File: src/rtl/core/rebs_pkg.sv
package rebs_pkg;

    // Turn detector phases, also reported as turn_status.
    localparam logic [1:0] PHASE_IDLE    = 2'd0;
    localparam logic [1:0] PHASE_TURNING = 2'd1;
    localparam logic [1:0] PHASE_RIGHT   = 2'd2;
    localparam logic [1:0] PHASE_LEFT    = 2'd3;

    // Request kinds.
    localparam logic KIND_TICK   = 1'b0;
    localparam logic KIND_ADJUST = 1'b1;

    // Button sampler: number of stored samples before the vote slot.
    localparam int unsigned SAMPLE_COUNT = 3;
    localparam int unsigned SLOT_W       = $clog2(SAMPLE_COUNT + 1);
    localparam int unsigned SAMPLE_IDX_W = $clog2(SAMPLE_COUNT);

    // Configuration register map.
    localparam int unsigned PERIOD_W       = 8;
    localparam logic [PERIOD_W-1:0] PERIOD_RESET = 8'd10;
    localparam int unsigned ADDR_W         = 3;
    localparam int unsigned DATA_W         = 32;
    localparam logic [ADDR_W-1:2] REG_SAMPLE_PERIOD = 1'b0;

    localparam int unsigned VALUE_W = 16;

    typedef struct packed {
        logic               kind;
        logic               pin_a;
        logic               pin_b;
        logic               pin_button;
        logic [VALUE_W-1:0] value_in;
        logic [VALUE_W-1:0] low_bound;
        logic [VALUE_W-1:0] high_bound;
    } t_in_item;

    typedef struct packed {
        logic [1:0]         turn_status;
        logic               button_pressed;
        logic [VALUE_W-1:0] value_out;
    } t_out_item;

    // Per-request control handed from the pipeline to the state units.
    typedef struct packed {
        logic step;
        logic kind;
    } t_step_ctrl;

endpackage

File: src/rtl/core/rotary_encoder_button_scanner.sv
// Rotary encoder and push-button scanner. Each request is a 1 ms tick with
// the A, B and button pin levels, or an adjust request that applies a
// latched click to a 16-bit value with wrap between the given bounds; every
// request yields exactly one result. A request is registered on entry,
// processed from that register against the turn and button state, and the
// result lands in an output register, so one request is taken per cycle
// while the output is not stalled. The button debounce period (sample_period,
// reset 10) sits at APB byte address 0; change it only while no request is in flight.
module rotary_encoder_button_scanner (
    input  logic                            i_clk,
    input  logic                            i_rst_n,
    input  logic                            i_in_valid,
    output logic                            o_in_ready,
    input  rebs_pkg::t_in_item              i_in_data,
    output logic                            o_out_valid,
    input  logic                            i_out_ready,
    output rebs_pkg::t_out_item             o_out_data,
    input  logic                            psel,
    input  logic                            penable,
    input  logic                            pwrite,
    input  logic [rebs_pkg::ADDR_W-1:0]     paddr,
    input  logic [rebs_pkg::DATA_W-1:0]     pwdata,
    output logic [rebs_pkg::DATA_W-1:0]     prdata,
    output logic                            pready
);

    logic                          r_s1_valid;
    rebs_pkg::t_in_item            r_s1_item;
    logic                          r_out_valid;
    rebs_pkg::t_out_item           r_out_data;
    rebs_pkg::t_out_item           n_out_data;
    rebs_pkg::t_step_ctrl          step_ctrl;
    logic                          advance;
    logic                          in_fire;
    logic [rebs_pkg::PERIOD_W-1:0] sample_period;
    logic [1:0]                    phase_next;
    logic                          pressed_next;
    logic [rebs_pkg::VALUE_W-1:0]  value_next;

    // Handshake: stage one moves on whenever the output register is free.
    assign advance    = r_s1_valid && (!r_out_valid || i_out_ready);
    assign o_in_ready = !r_s1_valid || advance;
    assign in_fire    = i_in_valid && o_in_ready;

    assign step_ctrl.step = advance;
    assign step_ctrl.kind = r_s1_item.kind;

    rebs_apb_regs u_regs (
        .i_clk           (i_clk),
        .i_rst_n         (i_rst_n),
        .psel            (psel),
        .penable         (penable),
        .pwrite          (pwrite),
        .paddr           (paddr),
        .pwdata          (pwdata),
        .prdata          (prdata),
        .pready          (pready),
        .o_sample_period (sample_period)
    );

    rebs_turn u_turn (
        .i_clk        (i_clk),
        .i_rst_n      (i_rst_n),
        .i_ctrl       (step_ctrl),
        .i_item       (r_s1_item),
        .o_phase_next (phase_next),
        .o_value      (value_next)
    );

    rebs_button u_button (
        .i_clk           (i_clk),
        .i_rst_n         (i_rst_n),
        .i_ctrl          (step_ctrl),
        .i_level         (r_s1_item.pin_button),
        .i_sample_period (sample_period),
        .o_pressed_next  (pressed_next)
    );

    // Input register.
    always_ff @(posedge i_clk) begin
        if (!i_rst_n) begin
            r_s1_valid <= 1'b0;
        end else if (in_fire) begin
            r_s1_valid <= 1'b1;
        end else if (advance) begin
            r_s1_valid <= 1'b0;
        end
    end

    always_ff @(posedge i_clk) begin
        if (in_fire) begin
            r_s1_item <= i_in_data;
        end
    end

    // Result register.
    always_comb begin
        n_out_data.turn_status    = phase_next;
        n_out_data.button_pressed = pressed_next;
        n_out_data.value_out      = value_next;
    end

    always_ff @(posedge i_clk) begin
        if (!i_rst_n) begin
            r_out_valid <= 1'b0;
        end else if (advance) begin
            r_out_valid <= 1'b1;
        end else if (i_out_ready) begin
            r_out_valid <= 1'b0;
        end
    end

    always_ff @(posedge i_clk) begin
        if (advance) begin
            r_out_data <= n_out_data;
        end
    end

    assign o_out_valid = r_out_valid;
    assign o_out_data  = r_out_data;

endmodule

File: src/rtl/core/rebs_apb_regs.sv
module rebs_apb_regs (
    input  logic                             i_clk,
    input  logic                             i_rst_n,
    input  logic                             psel,
    input  logic                             penable,
    input  logic                             pwrite,
    input  logic [rebs_pkg::ADDR_W-1:0]      paddr,
    input  logic [rebs_pkg::DATA_W-1:0]      pwdata,
    output logic [rebs_pkg::DATA_W-1:0]      prdata,
    output logic                             pready,
    output logic [rebs_pkg::PERIOD_W-1:0]    o_sample_period
);

    logic [rebs_pkg::PERIOD_W-1:0] r_sample_period;
    logic [rebs_pkg::PERIOD_W-1:0] n_sample_period;
    logic                          hit_period;

    assign pready     = 1'b1;
    assign hit_period = (paddr[rebs_pkg::ADDR_W-1:2] == rebs_pkg::REG_SAMPLE_PERIOD);

    // The register takes the low byte of the write data in the access phase.
    always_comb begin
        n_sample_period = r_sample_period;
        if (psel && penable && pwrite && hit_period) begin
            n_sample_period = pwdata[rebs_pkg::PERIOD_W-1:0];
        end
    end

    always_ff @(posedge i_clk) begin
        if (!i_rst_n) begin
            r_sample_period <= rebs_pkg::PERIOD_RESET;
        end else begin
            r_sample_period <= n_sample_period;
        end
    end

    // Read decode.
    always_comb begin
        prdata = '0;
        if (hit_period) begin
            prdata[rebs_pkg::PERIOD_W-1:0] = r_sample_period;
        end
    end

    assign o_sample_period = r_sample_period;

endmodule

File: src/rtl/core/rebs_turn.sv
module rebs_turn (
    input  logic                            i_clk,
    input  logic                            i_rst_n,
    input  rebs_pkg::t_step_ctrl            i_ctrl,
    input  rebs_pkg::t_in_item              i_item,
    output logic [1:0]                      o_phase_next,
    output logic [rebs_pkg::VALUE_W-1:0]    o_value
);

    logic [1:0] r_phase;
    logic [1:0] n_phase;

    // Turn detection on ticks, click consumption on adjust requests.
    always_comb begin
        n_phase = r_phase;
        o_value = '0;
        if (i_ctrl.kind == rebs_pkg::KIND_TICK) begin
            unique case (r_phase)
                rebs_pkg::PHASE_IDLE: begin
                    if (!i_item.pin_a && !i_item.pin_b) begin
                        n_phase = rebs_pkg::PHASE_TURNING;
                    end
                end
                rebs_pkg::PHASE_TURNING: begin
                    if (!i_item.pin_a && i_item.pin_b) begin
                        n_phase = rebs_pkg::PHASE_RIGHT;
                    end else if (i_item.pin_a && !i_item.pin_b) begin
                        n_phase = rebs_pkg::PHASE_LEFT;
                    end
                end
                default: begin
                    n_phase = r_phase;
                end
            endcase
        end else begin
            o_value = i_item.value_in;
            if (r_phase == rebs_pkg::PHASE_RIGHT) begin
                o_value = (i_item.value_in < i_item.high_bound) ?
                          i_item.value_in + 16'd1 : i_item.low_bound;
                n_phase = rebs_pkg::PHASE_IDLE;
            end else if (r_phase == rebs_pkg::PHASE_LEFT) begin
                o_value = (i_item.value_in > i_item.low_bound) ?
                          i_item.value_in - 16'd1 : i_item.high_bound;
                n_phase = rebs_pkg::PHASE_IDLE;
            end
        end
    end

    always_ff @(posedge i_clk) begin
        if (!i_rst_n) begin
            r_phase <= rebs_pkg::PHASE_IDLE;
        end else if (i_ctrl.step) begin
            r_phase <= n_phase;
        end
    end

    assign o_phase_next = n_phase;

endmodule

File: src/rtl/core/rebs_button.sv
module rebs_button (
    input  logic                            i_clk,
    input  logic                            i_rst_n,
    input  rebs_pkg::t_step_ctrl            i_ctrl,
    input  logic                            i_level,
    input  logic [rebs_pkg::PERIOD_W-1:0]   i_sample_period,
    output logic                            o_pressed_next
);

    localparam int unsigned SampleCount = rebs_pkg::SAMPLE_COUNT;
    localparam int unsigned SlotW       = rebs_pkg::SLOT_W;
    localparam int unsigned IdxW        = rebs_pkg::SAMPLE_IDX_W;

    logic [rebs_pkg::PERIOD_W-1:0] r_tick_count;
    logic [rebs_pkg::PERIOD_W-1:0] n_tick_count;
    logic [SlotW-1:0]              r_slot;
    logic [SlotW-1:0]              n_slot;
    logic [SampleCount-1:0]        r_samples;
    logic [SampleCount-1:0]        n_samples;
    logic                          r_pressed;
    logic                          n_pressed;
    logic [rebs_pkg::PERIOD_W-1:0] count_inc;
    logic [SlotW-1:0]              lows;

    assign count_inc = r_tick_count + 8'd1;

    // Count low samples for the two-of-three vote.
    always_comb begin
        lows = '0;
        for (int k = 0; k < SampleCount; k++) begin
            lows = lows + SlotW'(!r_samples[k]);
        end
    end

    // One sample slot every sample_period ticks; the slot after the last
    // stored sample takes the vote instead of a sample.
    always_comb begin
        n_tick_count = r_tick_count;
        n_slot       = r_slot;
        n_samples    = r_samples;
        n_pressed    = r_pressed;
        if (i_ctrl.kind == rebs_pkg::KIND_TICK) begin
            n_tick_count = count_inc;
            if (count_inc >= i_sample_period) begin
                n_tick_count = '0;
                if (r_slot < SlotW'(SampleCount)) begin
                    n_samples[r_slot[IdxW-1:0]] = i_level;
                    n_slot = r_slot + SlotW'(1);
                end else begin
                    n_slot    = '0;
                    n_pressed = (lows >= SlotW'(2));
                end
            end
        end
    end

    always_ff @(posedge i_clk) begin
        if (!i_rst_n) begin
            r_tick_count <= '0;
            r_slot       <= '0;
            r_samples    <= '0;
            r_pressed    <= 1'b0;
        end else if (i_ctrl.step) begin
            r_tick_count <= n_tick_count;
            r_slot       <= n_slot;
            r_samples    <= n_samples;
            r_pressed    <= n_pressed;
        end
    end

    assign o_pressed_next = n_pressed;

endmodule

File: config.mk
export PLATFORM = sky130hd
export DESIGN_NAME = rotary_encoder_button_scanner
export DESIGN_NICKNAME = d
export VERILOG_FILES = /design/src/rtl/core/rebs_pkg.sv /design/src/rtl/core/rotary_encoder_button_scanner.sv /design/src/rtl/core/rebs_apb_regs.sv /design/src/rtl/core/rebs_turn.sv /design/src/rtl/core/rebs_button.sv
export SDC_FILE = /design/constraint.sdc
export NUM_CORES = 1
export LEC_CHECK = 0
export BUFFER_PORTS_ARGS = -buffer_cell sky130_fd_sc_hd__buf_2
export CAP_MARGIN = 10
export CORE_MARGIN = 5
export CORE_UTILIZATION = 34
export DETAILED_ROUTE_END_ITERATION = 6
export GPL_ROUTABILITY_DRIVEN = 1
export GPL_TIMING_DRIVEN = 0
export PLACE_DENSITY = 0.57
export REMOVE_ABC_BUFFERS = 1
export SLEW_MARGIN = 40
export SYNTH_ARGS = -nofsm -noshare
export SYNTH_HDL_FRONTEND = slang
export SYNTH_SLANG_ARGS = --single-unit
export TNS_END_PERCENT = 50
File: constraint.sdc
create_clock -name i_clk -period 4.4 [get_ports i_clk]
set_input_delay 0.44 -clock i_clk [delete_from_list [all_inputs] [get_ports i_clk]]
set_output_delay 0.44 -clock i_clk [all_outputs]
set_load 0.02 [all_outputs]
==> out/summary.json <==
{
  "clock_tree.buffer_depth": 2,
  "max-cap-violations": 0,
  "slew-limit-headroom_pct": 45.41,
  "clock_tree_from_tritoncts": "yes",
  "ys_types": 62,
  "final.hold.worst_slack_ps": 256.1,
  "peakVddDrop_mv": 0.1782,
  "timing.critical_path.to_type": "register",
  "dp_hpwl_um": 11230,
  "clock-skew-final_ps": 11.63,
  "finalWirelength_um": 15440,
  "timing_worst_setup_path_type": "register to register",
  "post_synth.cell_area_avg_um2": 9.641,
  "route.antenna.remaining_nets": 0,
  "hold_start": "i_in_data[5]",
  "rsz_0062_raised_after_global_routing": "no",
  "final_hold_viol_count": 0,
  "cts.reportedPaths.clkPinSlew_ps": 70,
  "fp.dieArea_um2": 20150,
  "power.sequential.fraction_pct": 49.6,
  "drt_pass1_iterations": 5,
  "wire_per_inst_um": 16.74,
  "ctsResizeCount": 0,
  "n_antenna_cell": 0,
  "reg2reg_setup_slack_ps": 900,
  "initial_antenna_violation_count": 0,
  "fin_tns_setup_ps": 0,
  "critPathRequiredTime_ps": 4560,
  "cts_setup_buffers": 0,
  "fin_total_pwr_mw": 2.166,
  "pwr-share-comb_pct": 12.8,
  "power_leakage_nw": 2.806,
  "gate_count_post_synth": 614,
  "min_period_ps": 3499,
  "status": "finished, final reports clean",
  "internal_power_mw": 1.578,
  "cts_root_buf": "sky130_fd_sc_hd__clkbuf_16",
  "netlist_area_pre_place_um2": 5919,
  "crit_path_max_fanout": 16,
  "fillCellCount": 1712,
  "place_ws_ps": 966.5,
  "place.gp.congestion": 0.8676,
  "dp_cells": 906,
  "io_buffers": 96,
  "cp.arrival_ps": 3660,
  "drt_drc_violations_left": 0,
  "iteration_0_drc_markers": 372,
  "hold_path_class": "primary input to register",
  "holdPathStages": 1,
  "finalWorstSetupSlack_ps": 901.2,
  "cts_inserted_buffers": 9,
  "chipHeight_um": 141.9,
  "most_used_flip_flop_cell_after_synthesis": "sky130_fd_sc_hd__edfxtp_1",
  "routed_via_density": 5.164,
  "timing.rr.start": "r_s1_item[45]$_DFFE_PP_",
  "number_of_global_route_vias_before_repair": 4700,
  "grt_usage_pct": 15.28,
  "synth.yosys.seq_area_share_pct": 44.81,
  "grt_pass1_wl_um": 24360,
  "timing.final.crit_share_pct": 79.52,
  "worst_setup_path_start_kind": "register",
  "yosys_warnings": 0,
  "syn2layout_area_growth_pct": 14.75,
  "stdcell_count": 922,
  "synth.area.top_cells": "sky130_fd_sc_hd__edfxtp_1 (36%), sky130_fd_sc_hd__ha_1 (9.9%), sky130_fd_sc_hd__dfxtp_1 (8.8%), sky130_fd_sc_hd__nand2_1 (4.4%), sky130_fd_sc_hd__inv_1 (3.4%)",
  "num_io_pins": 148,
  "nNetsFinal": 833,
  "worst_r2r_endpoint": "o_out_data[7]$_SDFFCE_PN0P_",
  "start_util_pct": 34.46,
  "maximum_level_of_the_cts_h_tree": 3,
  "maxSlewViolCount": 0,
  "share_clk_of_total_power_pct": 37.6,
  "gr-total-overflow": 0,
  "power_per_cell_area_nw_per_um2": 318.9,
  "vias": 4761,
  "insertion_delay_ps": 350,
  "timing.final.setup_violations": 0,
  "fp.coreArea_um2": 17180,
  "synth.ff_latch_count": 97,
  "floorplan.die.width_um": 141.9,
  "worst_hold_path.endpoint": "r_s1_item[5]$_DFFE_PP_",
  "cts.hold.buffers_added": 0,
  "max_clock_freq_ghz": 0.2858,
  "r2r.worst_path.cells": 7,
  "worst_pin_slew_ps": 818.8,
  "cts.sinks": 97,
  "grt_start_max_net_pins": 34,
  "synth_async_sr_flop_share_pct": 0,
  "post_route_cells_drive_above_1_share_pct": 18.36,
  "yosys.area.top_type_share_pct": 36.02,
  "synth_enable_flop_cells": 71,
  "power.share.switching_pct": 27.13,
  "post-synth-top-area-cell": "sky130_fd_sc_hd__edfxtp_1",
  "power_switching_mw": 0.5878,
  "rows": 48
}
[sequential cells by signal, summed over array words and instances (netlist names), 2 cells and up]
register and flops:
u_button.r_slot 2, u_button.r_tick_count 8, u_button.r_samples 3, o_out_data 19, u_turn.r_phase 2, r_s1_item 52, u_regs.o_sample_period 8
[layout make-up]
| cell class | instances | area, um2 | area share [%] |
|---|---|---|---|
| Clock buffer | 11 | 264.0 | 3.887 |
| Clock inverter | 5 | 51.30 | 0.7552 |
| Inverter | 54 | 202.7 | 2.984 |
| Timing Repair Buffer | 97 | 500.5 | 7.368 |
| Multi-Input combinational cell | 433 | 2839 | 41.79 |
| Sequential cell | 97 | 2654 | 39.07 |
| Tap cell | 225 | 281.5 | 4.144 |
[cells in the mapped netlist (17+ instances only)]
cell type	instances
sky130_fd_sc_hd__nand3_1	17
sky130_fd_sc_hd__ha_1	47
sky130_fd_sc_hd__buf_4	25
sky130_fd_sc_hd__xnor2_1	17
sky130_fd_sc_hd__clkbuf_1	18
sky130_fd_sc_hd__edfxtp_1	71
sky130_fd_sc_hd__dfxtp_1	26
sky130_fd_sc_hd__a21oi_1	38
sky130_fd_sc_hd__nor2_1	44
sky130_fd_sc_hd__nand2_1	69
sky130_fd_sc_hd__inv_1	53
[critical path: stages, from the launching register on]
cell	delay, ps
sky130_fd_sc_hd__edfxtp_1	560
sky130_fd_sc_hd__ha_1	380
sky130_fd_sc_hd__nand4_1	230
sky130_fd_sc_hd__nor4_1	590
sky130_fd_sc_hd__nand2_1	500
sky130_fd_sc_hd__nand2_4	400
sky130_fd_sc_hd__mux2_2	380
sky130_fd_sc_hd__a311oi_1	260
[logic make-up (layout without fill, tap and decap cells)]
logic type / count (synthesis) / count (layout) / share of synthesized area [%]
AND/OR/NAND/NOR: 209 / 209 / 17.63
AO/OA/AOI/OAI: 111 / 111 / 12.32
buffers and inverters: 107 / 167 / 8.772
flip-flops: 97 / 97 / 44.81
adder cells (fa/ha/maj): 47 / 47 / 9.934
XOR/XNOR: 28 / 28 / 4.143
multiplexers: 13 / 13 / 2.262
other: 2 / 25 / 0.1269
[layout by cell type (no fill, tap or decap), types with 4 or more instances in the layout]
| master | instances |
|---|---|
| sky130_fd_sc_hd__buf_2 | 96 |
| sky130_fd_sc_hd__nand2_1 | 68 |
| sky130_fd_sc_hd__edfxtp_1 | 71 |
| sky130_fd_sc_hd__xor2_1 | 11 |
| sky130_fd_sc_hd__nand4_1 | 10 |
| sky130_fd_sc_hd__nand2b_1 | 5 |
| sky130_fd_sc_hd__o21ai_0 | 14 |
| sky130_fd_sc_hd__conb_1 | 25 |
| sky130_fd_sc_hd__ha_1 | 47 |
| sky130_fd_sc_hd__o31a_1 | 7 |
| sky130_fd_sc_hd__a31oi_1 | 8 |
| sky130_fd_sc_hd__nor4_1 | 6 |
| sky130_fd_sc_hd__a21oi_1 | 38 |
| sky130_fd_sc_hd__clkbuf_16 | 10 |
| sky130_fd_sc_hd__o211ai_1 | 4 |
| sky130_fd_sc_hd__xnor2_1 | 17 |
| sky130_fd_sc_hd__nor2_1 | 44 |
| sky130_fd_sc_hd__nand3_1 | 17 |
| sky130_fd_sc_hd__or3_1 | 7 |
| sky130_fd_sc_hd__inv_1 | 52 |
| sky130_fd_sc_hd__and3_1 | 11 |
| sky130_fd_sc_hd__nor3_1 | 14 |
| sky130_fd_sc_hd__nand3b_1 | 5 |
| sky130_fd_sc_hd__a211oi_1 | 6 |
| sky130_fd_sc_hd__o22ai_1 | 7 |
| sky130_fd_sc_hd__dfxtp_1 | 25 |
| sky130_fd_sc_hd__mux2i_1 | 10 |
[worst max path at each step]
stage                                  startpoint                           end  slack (ps)  cells after the start
final                     r_s1_item[45]$_DFFE_PP_   o_out_data[7]$_SDFFCE_PN0P_         900                      7
after global routing      r_s1_item[45]$_DFFE_PP_   o_out_data[7]$_SDFFCE_PN0P_         740                      7
after CTS                 r_s1_item[45]$_DFFE_PP_   o_out_data[7]$_SDFFCE_PN0P_         910                      7
after detailed placement  r_s1_item[45]$_DFFE_PP_   o_out_data[7]$_SDFFCE_PN0P_         970                      7
after global placement    r_s1_item[39]$_DFFE_PP_  o_out_data[10]$_SDFFCE_PN0P_         900                      8
after floorplan           r_s1_item[35]$_DFFE_PP_  o_out_data[10]$_SDFFCE_PN0P_        1500                      7
[per-stage QoR]
step	utilization (%)	area [um2]
detailed placement	37.71	6477
CTS	39.55	6793
floorplan	-	5689
finish	39.55	6793
global placement	37.56	6451
global route	39.55	6793
[layer usage]
layer | vias to the layer above | part of all wire (%) | wire [um] | GRT usage, %
met5 | - | 0 | 0 | 0
met1 | 2232 | 45 | 6883 | 20.62
li1 | 2307 | - | - | -
met3 | 19 | 7.2 | 1112 | 3.192
met4 | 0 | 1.6 | 244 | 4.646
met2 | 203 | 47 | 7197 | 24.81
[power by group through the flow]
| stage | Sequential (mW) | Combinational [mW] | Clock (mW) |
|---|---|---|---|
| after global placement | 1.09 | 0.265 | 0 |
| final | 1.07 | 0.277 | 0.816 |
| after floorplan | 1.09 | 0.168 | 0 |
| after global routing | 1.08 | 0.309 | 0.872 |
| after CTS | 1.07 | 0.277 | 0.834 |
| after detailed placement | 1.09 | 0.275 | 0 |
Power figures use the tool's default switching activity.
